<file path="config.mk">
export PLATFORM = sky130hd
export DESIGN_NAME = sync_header_frame_deframer
export DESIGN_NICKNAME = d
export VERILOG_FILES = /design/src/design/shdf_pkg.sv /design/src/design/shdf_parse.sv /design/src/design/shdf_out_stage.sv /design/src/design/sync_header_frame_deframer.sv
export SDC_FILE = /design/constraint.sdc
export NUM_CORES = 1
export LEC_CHECK = 0
export BUFFER_PORTS_ARGS = -buffer_cell sky130_fd_sc_hd__buf_2
export CAP_MARGIN = 15
export CORE_MARGIN = 2
export CORE_UTILIZATION = 55
export DETAILED_ROUTE_END_ITERATION = 16
export GPL_TIMING_DRIVEN = 0
export PLACE_DENSITY = 0.77
export SLEW_MARGIN = 20
export SYNTH_ARGS = -nofsm -noshare
export SYNTH_HDL_FRONTEND = slang
export SYNTH_SLANG_ARGS = --single-unit
</file>
<file path="constraint.sdc">
create_clock -name clock -period 6.4 [get_ports clock]
set_clock_uncertainty 0.05 [all_clocks]
set_input_delay 0.64 -clock clock [delete_from_list [all_inputs] [get_ports clock]]
set_output_delay 0.64 -clock clock [all_outputs]
set_load 0.01 [all_outputs]
</file>
<file path="src/design/shdf_pkg.sv">
package shdf_pkg;

   // Sync word EB 91 EB 90: the first three bytes sit in the window, oldest highest.
   localparam logic [23:0] SYNC_PREFIX = 24'hEB91EB;
   localparam logic [7:0]  SYNC_LAST   = 8'h90;

   // Header byte positions of the fields.
   localparam int unsigned HDR_LEN_LO = 4;
   localparam int unsigned HDR_LEN_HI = 5;
   localparam int unsigned HDR_ID_LO  = 6;
   localparam int unsigned HDR_ID_HI  = 7;
   localparam int unsigned HDR_FORMAT = 8;

   typedef struct packed {
      logic [7:0]  payload_byte;
      logic [15:0] msg_id;
      logic [7:0]  format_code;
      logic [15:0] payload_length;
      logic        last_of_frame;
      logic        empty_frame;
   } shdf_result_type;

endpackage

</file>
<file path="src/design/shdf_parse.sv">
module shdf_parse import shdf_pkg::*; #(
   parameter int HEADER_BYTES = 16
) (
   input  logic            clock,
   input  logic            reset,
   input  logic            in_accept,
   input  logic [7:0]      in_byte,
   output logic            res_valid,
   output shdf_result_type res
);

   localparam int POS_W = $clog2(HEADER_BYTES);
   localparam logic [POS_W-1:0] PosLenLo = POS_W'(HDR_LEN_LO);
   localparam logic [POS_W-1:0] PosLenHi = POS_W'(HDR_LEN_HI);
   localparam logic [POS_W-1:0] PosIdLo  = POS_W'(HDR_ID_LO);
   localparam logic [POS_W-1:0] PosIdHi  = POS_W'(HDR_ID_HI);
   localparam logic [POS_W-1:0] PosFmt   = POS_W'(HDR_FORMAT);
   localparam logic [POS_W-1:0] PosLast  = POS_W'(HEADER_BYTES - 1);

   typedef enum logic [1:0] {
      PH_HUNT    = 2'd0,
      PH_HEADER  = 2'd1,
      PH_PAYLOAD = 2'd2
   } phase_type;

   phase_type        phase_ff, phase_in;
   logic [23:0]      window_ff, window_in;
   logic [POS_W-1:0] pos_ff, pos_in;
   logic [15:0]      len_ff, len_in;
   logic [15:0]      id_ff, id_in;
   logic [7:0]       fmt_ff, fmt_in;
   logic [15:0]      left_ff, left_in;

   always_comb begin
      phase_in  = phase_ff;
      window_in = window_ff;
      pos_in    = pos_ff;
      len_in    = len_ff;
      id_in     = id_ff;
      fmt_in    = fmt_ff;
      left_in   = left_ff;
      res_valid = 1'b0;
      res.payload_byte  = in_byte;
      res.last_of_frame = 1'b0;
      res.empty_frame   = 1'b0;

      unique case (phase_ff)
         PH_HEADER: begin
            case (pos_ff)
               PosLenLo: len_in[7:0]  = in_byte;
               PosLenHi: len_in[15:8] = in_byte;
               PosIdLo:  id_in[7:0]   = in_byte;
               PosIdHi:  id_in[15:8]  = in_byte;
               PosFmt:   fmt_in       = in_byte;
               default: ;
            endcase
            if (pos_ff >= PosLast) begin
               pos_in = '0;
               if (len_in == 16'd0) begin
                  // An empty frame still reports its header once.
                  phase_in          = PH_HUNT;
                  res_valid         = 1'b1;
                  res.payload_byte  = 8'd0;
                  res.last_of_frame = 1'b1;
                  res.empty_frame   = 1'b1;
               end else begin
                  left_in  = len_in;
                  phase_in = PH_PAYLOAD;
               end
            end else begin
               pos_in = pos_ff + 1'b1;
            end
         end
         PH_PAYLOAD: begin
            left_in           = left_ff - 16'd1;
            res_valid         = 1'b1;
            res.last_of_frame = (left_in == 16'd0);
            if (left_in == 16'd0) begin
               phase_in = PH_HUNT;
            end
         end
         default: begin
            // Hunting; the unused phase code hunts as well.
            phase_in = PH_HUNT;
            if (window_ff == SYNC_PREFIX && in_byte == SYNC_LAST) begin
               window_in = '0;
               phase_in  = PH_HEADER;
               pos_in    = PosLenLo;
               len_in    = '0;
               id_in     = '0;
               fmt_in    = '0;
            end else begin
               window_in = {window_ff[15:0], in_byte};
            end
         end
      endcase

      res.msg_id         = id_in;
      res.format_code    = fmt_in;
      res.payload_length = len_in;
   end

   always_ff @(posedge clock) begin
      if (reset) begin
         phase_ff  <= PH_HUNT;
         window_ff <= '0;
         pos_ff    <= '0;
         len_ff    <= '0;
         id_ff     <= '0;
         fmt_ff    <= '0;
         left_ff   <= '0;
      end else if (in_accept) begin
         phase_ff  <= phase_in;
         window_ff <= window_in;
         pos_ff    <= pos_in;
         len_ff    <= len_in;
         id_ff     <= id_in;
         fmt_ff    <= fmt_in;
         left_ff   <= left_in;
      end
   end

endmodule

</file>
<file path="src/design/shdf_out_stage.sv">
module shdf_out_stage import shdf_pkg::*; (
   input  logic            clock,
   input  logic            reset,
   input  logic            res_valid,
   input  shdf_result_type res,
   output logic            room,
   output logic            out_valid,
   input  logic            out_ready,
   output shdf_result_type out
);

   logic            main_valid_ff, main_valid_in;
   logic            skid_valid_ff, skid_valid_in;
   shdf_result_type main_ff, main_in;
   shdf_result_type skid_ff, skid_in;
   logic            take;

   assign take      = main_valid_ff & out_ready;
   assign room      = ~skid_valid_ff;
   assign out_valid = main_valid_ff;
   assign out       = main_ff;

   always_comb begin
      main_valid_in = main_valid_ff;
      skid_valid_in = skid_valid_ff;
      main_in       = main_ff;
      skid_in       = skid_ff;
      if (skid_valid_ff) begin
         // No new input while the skid slot is full; drain it first.
         if (take) begin
            main_in       = skid_ff;
            skid_valid_in = 1'b0;
         end
      end else if (!main_valid_ff || take) begin
         main_in       = res;
         main_valid_in = res_valid;
      end else if (res_valid) begin
         skid_in       = res;
         skid_valid_in = 1'b1;
      end
   end

   always_ff @(posedge clock) begin
      if (reset) begin
         main_valid_ff <= 1'b0;
         skid_valid_ff <= 1'b0;
      end else begin
         main_valid_ff <= main_valid_in;
         skid_valid_ff <= skid_valid_in;
      end
      main_ff <= main_in;
      skid_ff <= skid_in;
   end

endmodule

</file>
<file path="src/design/sync_header_frame_deframer.sv">
// Sync-word deframer for a byte stream with a length-prefixed header.
// The req channel carries one received byte per transaction (req_in_byte).
// The block hunts for the sync word EB 91 EB 90 with a sliding match, then
// reads the rest of a HEADER_BYTES long header: little-endian length at
// bytes 4-5, little-endian message id at bytes 6-7, format at byte 8.
// Every payload byte then leaves on the rsp channel as one transaction with
// the header fields; the final one has rsp_last_of_frame set. A frame of
// length zero gives one transaction with rsp_empty_frame and
// rsp_last_of_frame set and rsp_payload_byte zero.
// Throughput is one byte per cycle while req_ready is high. A byte that yields a
// result is registered before it shows up on rsp; the result register is loaded
// from the parser state in a single pass.
// When the receiver stalls, one more result is held in a skid register and
// req_ready then drops until the skid slot drains; bytes are never lost.
// A synchronous reset clears the parser to hunting with an empty sync
// window and drops any pending result.
module sync_header_frame_deframer import shdf_pkg::*; #(
   parameter int HEADER_BYTES = 16
) (
   input  logic        clock,
   input  logic        reset,
   input  logic        req_valid,
   output logic        req_ready,
   input  logic [7:0]  req_in_byte,
   output logic        rsp_valid,
   input  logic        rsp_ready,
   output logic [7:0]  rsp_payload_byte,
   output logic [15:0] rsp_msg_id,
   output logic [7:0]  rsp_format_code,
   output logic [15:0] rsp_payload_length,
   output logic        rsp_last_of_frame,
   output logic        rsp_empty_frame
);

   logic            req_accept;
   logic            res_valid;
   shdf_result_type res;
   shdf_result_type out;

   // A byte is taken whenever the skid slot is free; the parser state
   // advances only on an accepted transaction.
   assign req_accept = req_valid & req_ready;

   shdf_parse #(
      .HEADER_BYTES (HEADER_BYTES)
   ) u_parse (
      .clock     (clock),
      .reset     (reset),
      .in_accept (req_accept),
      .in_byte   (req_in_byte),
      .res_valid (res_valid),
      .res       (res)
   );

   // The output stage only sees a result when the byte was accepted.
   shdf_out_stage u_out (
      .clock     (clock),
      .reset     (reset),
      .res_valid (res_valid & req_accept),
      .res       (res),
      .room      (req_ready),
      .out_valid (rsp_valid),
      .out_ready (rsp_ready),
      .out       (out)
   );

   assign rsp_payload_byte   = out.payload_byte;
   assign rsp_msg_id         = out.msg_id;
   assign rsp_format_code    = out.format_code;
   assign rsp_payload_length = out.payload_length;
   assign rsp_last_of_frame  = out.last_of_frame;
   assign rsp_empty_frame    = out.empty_frame;

endmodule

</file>
==> results of run 1 <==
==> logic make-up (layout without fill, tap and decap cells) <==
kind of cell	count (synthesis)	after routing	synth area share
buf+inv	90	192	0.0421
mux	52	52	0.0623
fa+ha+maj	8	8	0.0112
xor+xnor	1	1	0.000982
simple gates	338	338	0.182
flops	188	188	0.534
compound gates	225	225	0.167
==> sequential cells by signal, summed over array words and instances, names as in the netlist <==
name                 flops
u_out.out               50
u_out.skid_ff           50
u_parse.window_ff       24
u_parse.id_ff           16
u_parse.left_ff         16
u_parse.len_ff          16
u_parse.fmt_ff           8
u_parse.pos_ff           4
u_parse.phase_ff         2
u_out.out_valid          1
u_out.skid_valid_ff      1
==> final cells by class <==
class,count,area share
sequential,188,0.467
multi-input combinational,624,0.372
clock buffer,23,0.0489
timing repair buffer,70,0.0399
buffer,76,0.0316
tap,216,0.0265
clock inverter,9,0.00980
inverter,14,0.00515
==> synthesized netlist by cell type, drive strengths merged (5+ instances only) <==
cell type,count,area share
nand2b,6,0.0042
nand2,151,0.064
nor2,80,0.034
buf,16,0.011
a221oi,7,0.0069
nand3,7,0.0039
mux2,28,0.035
o211ai,5,0.0042
o2bb2ai,16,0.018
inv,12,0.0051
nor3,17,0.0095
a21oi,80,0.045
a2bb2oi,14,0.014
a22oi,11,0.0093
edfxtp,100,0.34
nand4,6,0.0042
and2,30,0.024
mux2i,24,0.027
nand3b,7,0.0059
or4,6,0.0055
clkbuf,60,0.025
dfxtp,88,0.20
o21ai,30,0.017
a31oi,24,0.017
o41ai,5,0.0058
and4b,6,0.0067
ha,8,0.011
==> per-stage QoR <==
| step | setup TNS (ns) | hold slack (ns) | cell area, um2 | utilization |
|---|---|---|---|---|
| after global placement | -94.53 | 0.391 | 9500 | 0.598 |
| final | 0 | 0.404 | 10200 | 0.643 |
| after floorplan | 0 | 0.382 | 8920 | - |
| after CTS | 0 | 0.406 | 10200 | 0.643 |
| after global routing | 0 | 0.421 | 10200 | 0.643 |
| after detailed placement | 0 | 0.396 | 9610 | 0.605 |
==> report_power, final <==
group | internal, uW | switching (uW) | total, uW
sequential | 1270 | 4.31 | 1270
combinational | 19.0 | 49.9 | 68.9
clock | 599 | 460 | 1060
total | 1880 | 514 | 2400
==> worst min-delay path, stage by stage (launching register included) <==
cell	delay, ns
sky130_fd_sc_hd__dfxtp_1	0.31
sky130_fd_sc_hd__nand2_1	0.05
sky130_fd_sc_hd__a21oi_1	0.05
==> layer usage <==
layer,track usage,up-vias
met4,0.107,0
li1,-,3460
met1,0.369,3371
met5,0,-
met3,0.0559,53
met2,0.387,312
==> path summary, 6_finish.rpt <==
check,slack (ns),startpoint,cells after the start,endpoint
worst max-delay path,2.36,req_in_byte[0],14,u_out.skid_ff[31]$_DFFE_PP_
worst min-delay path,0.40,u_parse.window_ff[21]$_SDFFE_PP0P_,2,u_parse.window_ff[21]$_SDFFE_PP0P_
worst max register to register,2.53,u_parse.pos_ff[1]$_SDFFE_PP0P_,15,u_out.skid_ff[31]$_DFFE_PP_
worst min register to register,0.40,u_parse.window_ff[21]$_SDFFE_PP0P_,2,u_parse.window_ff[21]$_SDFFE_PP0P_
==> cells in the final DEF (no fill, tap or decap), types with 14 or more instances in the layout <==
cell type                     n
sky130_fd_sc_hd__clkbuf_1    62
sky130_fd_sc_hd__buf_2       72
sky130_fd_sc_hd__clkbuf_16   18
sky130_fd_sc_hd__and2_1      21
sky130_fd_sc_hd__mux2_2      28
sky130_fd_sc_hd__o21ai_0     28
sky130_fd_sc_hd__a21oi_1     80
sky130_fd_sc_hd__edfxtp_1   100
sky130_fd_sc_hd__dfxtp_1     88
sky130_fd_sc_hd__nand2_1    151
sky130_fd_sc_hd__a31oi_1     24
sky130_fd_sc_hd__mux2i_1     24
sky130_fd_sc_hd__nor2_1      80
sky130_fd_sc_hd__nor3_1      16
sky130_fd_sc_hd__a2bb2oi_1   14
==> out/summary.txt, run 1 <==
result of the run: finished, final reports clean
sequential area share after synthesis: 0.534
Final Max Slew Viols: 0
placeable core area: 15900 um2
Num Clock Sinks: 188
detailed router's first-iteration violation count: 785
effective utilization at floorplan: 0.561
DRT antenna net count: 0
post-synthesis register bit count: 188
overall via count from detail_route: 7196
total area of multi-input combinational cells: 3790 um2
Worst Tran Pin Value: 0.842 ns
met2 wire length: 9.83 mm
number of instances resized during post-cts repair: 0
top metal layer carrying routed signals: met4
peak fanout along the critical path: 11
number of violations of the max-capacitance limit: 0
post-layout total power: 2400 uW
count of hold-fix buffers inserted at cts: 0
TritonCTS clock tree: done
non-filler instance count after layout: 1220
CP delay by family, top: simple AND/OR/NAND/NOR gates
Max Clk Rate: 248 MHz
number of global-route vias before repair: 6693
Synth Net Count: 922
Detailed Place HPWL: 15.4 mm
number of distinct library cells after synthesis: 73
clock-pin slew of the registers on the worst-case setup and hold paths: 0.07 ns
cell area after technology mapping: 8920 um2
met1 wire length: 9.93 mm
first-pass iteration count of the detailed router: 6
number of buffers inserted during clock tree synthesis: 17
overflow left after global routing: 0
initial antenna violation count: 0
area added between synthesis and finish: 14.5%
final antenna diode count: 0
Slew HR: 0.439
Syn Area/Cell: 9.89 um2
Placement Rows: 46
setup slack after placement: 2.03 ns
number of warning messages in the yosys log: 0
number of buffers on the longest clock path: 2
detailed-route wire length per cell: 18.3 um
first-pass GRT wire length: 35.6 mm
global router's overall resource usage: 0.259
via density per instance: 5.90
post-route clock period utilization: 0.631
maximum level of the CTS H-tree: 4
layout net count: 1011
worst endpoint data arrival time: 4.13 ns
gpl congestion: 0.963
source-to-sink clock delay at the later pin of the worst-skew pair: 0.44 ns
total length of routed met3 wires: 1.87 mm
required time worst endpoint: 6.49 ns
number of buffer and inverter instances along the worst setup path: 8
cell type with the highest occurrence count on the critical path: sky130_fd_sc_hd__buf_4
fill cell total of the finished layout: 1319
PortBufs: 63
Seq. cell area: 4760 um2
Final WS setup: 2.36 ns
fraction of layout cells with a size suffix above 1: 0.167
critical path launch point type: primary input
setup repair after global routing missed its margin: false
final period demand of the worst path: 4.04 ns
kind of critical path: primary input to register
cells along the critical path: buf_2 -> clkbuf_1 -> nor4_1 -> nor2_1 -> nand4b_1 -> or3_1 -> buf_6 -> inv_2 -> o21ai_1 -> nor3_2 -> buf_4 -> buf_4 -> buf_4 -> buf_4
power density normalized to cell area: 235 nW/um2
Lkg Pwr: 0.00383 uW
max incr delay on CP: 0.70 ns
count of flip-flops with a built-in enable after synthesis: 100
Hold Violations, Final: 0
die area: 17300 um2
maximum vdd ir drop: 0.000189 V
chip width: 131 um
Cells after Synth: 902
CTS root buf: sky130_fd_sc_hd__clkbuf_16
Hold WC Path Type: register to register
Ports: 64
wirelength, routed: 22.3 mm
DRC violations left: 0
buffers inserted during post-CTS setup optimization: 0
critical path's slowest cell: sky130_fd_sc_hd__nor4_1
pin count of the biggest net entering global routing: 25
Placed Cells incl. Taps: 1188
Final Setup Violations: 0
die height: 131 um
post-synthesis async set-or-reset flop share: 0
Worst setup EP type: register
Primary FF master, synth: sky130_fd_sc_hd__edfxtp_1
No activity file was read; power rests on OpenSTA's default activity.
==> inputs of run 2 (changes only) <==
--- a/config.mk
+++ b/config.mk
@@ -8,7 +8,7 @@
 export BUFFER_PORTS_ARGS = -buffer_cell sky130_fd_sc_hd__buf_2
 export CAP_MARGIN = 15
 export CORE_MARGIN = 2
-export CORE_UTILIZATION = 55
+export CORE_UTILIZATION = 58
 export DETAILED_ROUTE_END_ITERATION = 16
 export GPL_TIMING_DRIVEN = 0
 export PLACE_DENSITY = 0.77
==> constraint.sdc (replaced) <==
create_clock -name clock -period 4.05 [get_ports clock]
set_clock_uncertainty 0.05 [all_clocks]
set_input_delay 0.405 -clock clock [delete_from_list [all_inputs] [get_ports clock]]
set_output_delay 0.405 -clock clock [all_outputs]
set_load 0.01 [all_outputs]
==> run 2 against run 1 <==
- first-iteration DRC count increased by 30%
- non-clock buffer count shrank 2
- sequential share of layout area is 0.052 points higher
- flip-flop and latch count unchanged
- combinational power up 61%
- count of clock-buffer cells in the layout shrank 2
==> out/summary.txt, run 2 (synthesized netlist as in run 1, its figures left out) <==
result of the run: finished, final reports clean (unchanged)
top metal layer carrying routed signals: met4 (unchanged)
Final Setup Violations: 0 (unchanged)
final period demand of the worst path: 3.68 ns
first-pass GRT wire length: 35.8 mm (was 35.6 mm)
r2r setup slk: 0.38 ns (was 2.53 ns)
Placement Rows: 45 (was 46)
TritonCTS clock tree: done (unchanged)
number of cell instances on the worst register-to-register path: 13 (was 15)
setup repair after global routing missed its margin: false (unchanged)
critical path startpoint: req_in_byte[0] (unchanged)
wirelength, routed: 22.7 mm (was 22.3 mm)
detailed-route wire length per cell: 19.1 um (was 18.3 um)
sequential power share: 0.519 (was 0.529)
maximum vdd ir drop: 0.000275 V (was 0.000189 V)
post-layout total power: 3870 uW (was 2400 uW)
Hold Crit Start: rsp_ready (was u_parse.window_ff[21]$_SDFFE_PP0P_)
number of buffers inserted during clock tree synthesis: 17 (unchanged)
layout net count: 1009 (was 1011)
Worst Tran Pin Value: 0.847 ns (was 0.842 ns)
critical path launch point type: primary input (unchanged)
met2 wire length: 10.4 mm (was 9.83 mm)
clock share of power: 0.452 (was 0.442)
number of violations of the max-capacitance limit: 0 (unchanged)
origin of the critical flop-to-flop path: u_parse.pos_ff[1]$_SDFFE_PP0P_ (unchanged)
CTS root buf: sky130_fd_sc_hd__clkbuf_16 (unchanged)
fraction of layout cells with a size suffix above 1: 0.163 (was 0.167)
total cell area at the placement stage: 9590 um2 (was 9610 um2)
Slew HR: 0.436 (was 0.439)
Worst setup EP type: register (unchanged)
gpl congestion: 0.921 (was 0.963)
Sw Share: 0.208 (was 0.214)
maximum level of the CTS H-tree: 4 (unchanged)
post-route clock period utilization: 0.908
area added between synthesis and finish: 14.4% (was 14.5%)
part of the total power dissipated in combinational logic: 0.029 (about the same)
pin count of the biggest net entering global routing: 25 (unchanged)
source-to-sink clock delay at the later pin of the worst-skew pair: 0.44 ns (about the same)
Detailed Place HPWL: 15.3 mm (was 15.4 mm)
global router's overall resource usage: 0.284 (was 0.259)
initial antenna violation count: 0 (unchanged)
worst hold path stage count: 2 (unchanged)
placeable core area: 15100 um2 (was 15900 um2)
clock-pin slew of the registers on the worst-case setup and hold paths: 0.06 ns (was 0.07 ns)
PortBufs: 63 (unchanged)
Final Max Slew Viols: 0 (unchanged)
via density per instance: 6.19 (was 5.90)
switching power total: 804 uW (was 514 uW)
Hold WC Path Type: primary input to register (was register to register)
number of instances resized during post-cts repair: 0 (unchanged)
chip width: 128 um (was 131 um)
capture point of the worst reg-to-reg path: u_out.skid_ff[30]$_DFFE_PP_ (was u_out.skid_ff[31]$_DFFE_PP_)
Placed Cells incl. Taps: 1158 (was 1188)
Ports: 64 (unchanged)
commonest non-fill, non-tap cell in the layout: sky130_fd_sc_hd__nand2_1 (unchanged)
Lkg Pwr: 0.00383 uW (about the same)
total length of routed met3 wires: 1.54 mm (was 1.87 mm)
die height: 128 um (was 131 um)
Worst Hold End: u_out.skid_valid_ff$_SDFF_PP0_ (was u_parse.window_ff[21]$_SDFFE_PP0P_)
number of global-route vias before repair: 6704 (was 6693)
count of hold-fix buffers inserted at cts: 0 (unchanged)
design internal power: 3060 uW (was 1880 uW)
kind of critical path: primary input to register (unchanged)
peak fanout along the critical path: 17 (was 11)
power density normalized to cell area: 379 nW/um2 (was 235 nW/um2)
non-filler instance count after layout: 1190 (was 1220)
overflow left after global routing: 0 (unchanged)
detailed router's first-iteration violation count: 1018 (was 785)
Min Hold Slack: 0.195 ns (was 0.404 ns)
DRT antenna net count: 0 (unchanged)
fin area: 10200 um2 (about the same)
most used cells in the layout excluding fill and tap cells: sky130_fd_sc_hd__nand2_1, sky130_fd_sc_hd__edfxtp_1, sky130_fd_sc_hd__dfxtp_1 (unchanged)
worst endpoint data arrival time: 3.77 ns (was 4.13 ns)
fin util: 0.676 (was 0.643)
die area: 16400 um2 (was 17300 um2)
effective utilization at floorplan: 0.591 (was 0.561)
buffers inserted during post-CTS setup optimization: 0 (unchanged)
Max Clk Rate: 272 MHz
fill cell total of the finished layout: 1182 (was 1319)
Num Clock Sinks: 188 (unchanged)
overall via count from detail_route: 7372 (was 7196)
met1 wire length: 10.2 mm (was 9.93 mm)
Hold Violations, Final: 0 (unchanged)
final antenna diode count: 0 (unchanged)
number of buffers on the longest clock path: 2 (unchanged)
required time worst endpoint: 4.15 ns (was 6.49 ns)
first-pass iteration count of the detailed router: 5 (was 6)
DRC violations left: 0 (unchanged)
## run 2: changes by cell type in the layout (fill, tap and decap cells not counted), sizes merged
cell	before	now
bufinv	1	4
buf	86	84
clkinvlp	1	2
clkbuf	83	81
inv	16	14
## run 2: power groups by stage
| stage | Sequential (uW) | Clock, uW | Combinational [uW] |
|---|---|---|---|
| after CTS | 2010 | 1760 | 108 |
| after global placement | 2050 | 0 | 106 |
| after detailed placement | 2050 | 0 | 107 |
| final | 2010 | 1750 | 111 |
| after global routing | 2010 | 1830 | 117 |
| after floorplan | 2050 | 0 | 59.1 |
## run 2: final cells by class
cell class              count  area (um2)  share of cell area
inverters                  14        52.6             0.00515
well taps                 188         235              0.0231
flip-flops and latches    188        4760               0.467
multi-input cells         624        3800               0.373
plain buffers              76         323              0.0316
repair buffers             68         415              0.0407
clock inverters            11         169              0.0166
clock buffers              21         440              0.0432
## run 2: routing by layer
layer  vias up  track usage
met5         -            0
met4         0        0.118
met3        59       0.0430
met2       303        0.437
met1      3574        0.404
li1       3436            -
## run 2: per-stage QoR
step / TNS (ns) / setup WS (ns)
after floorplan: 0 / 0.455
after global placement: -66.15 / -0.850
after CTS: 0 / 0.473
after global routing: 0 / 0.240
after detailed placement: 0 / 0.0982
final: 0 / 0.374
## run 2: worst max-delay path by stage
stage	endpoint	slack, ns
global route	u_out.skid_ff[26]$_DFFE_PP_	0.24
finish	u_out.skid_ff[30]$_DFFE_PP_	0.37
global placement	u_out.skid_ff[32]$_DFFE_PP_	-0.85
CTS	u_out.skid_ff[26]$_DFFE_PP_	0.47
detailed placement	u_out.skid_ff[32]$_DFFE_PP_	0.1
floorplan	u_out.skid_ff[0]$_DFFE_PP_	0.46
## run 2: critical path: stages
cell and delay [ns]:
sky130_fd_sc_hd__buf_2 0.11, sky130_fd_sc_hd__clkbuf_1 0.36, sky130_fd_sc_hd__nor4_1 0.73, sky130_fd_sc_hd__nor2_1 0.09, sky130_fd_sc_hd__nand4b_1 0.28, sky130_fd_sc_hd__or3_1 0.45
sky130_fd_sc_hd__buf_6 0.16, sky130_fd_sc_hd__inv_2 0.09, sky130_fd_sc_hd__o21ai_1 0.17, sky130_fd_sc_hd__nor3_4 0.48, sky130_fd_sc_hd__buf_8 0.23, sky130_fd_sc_hd__buf_8 0.19
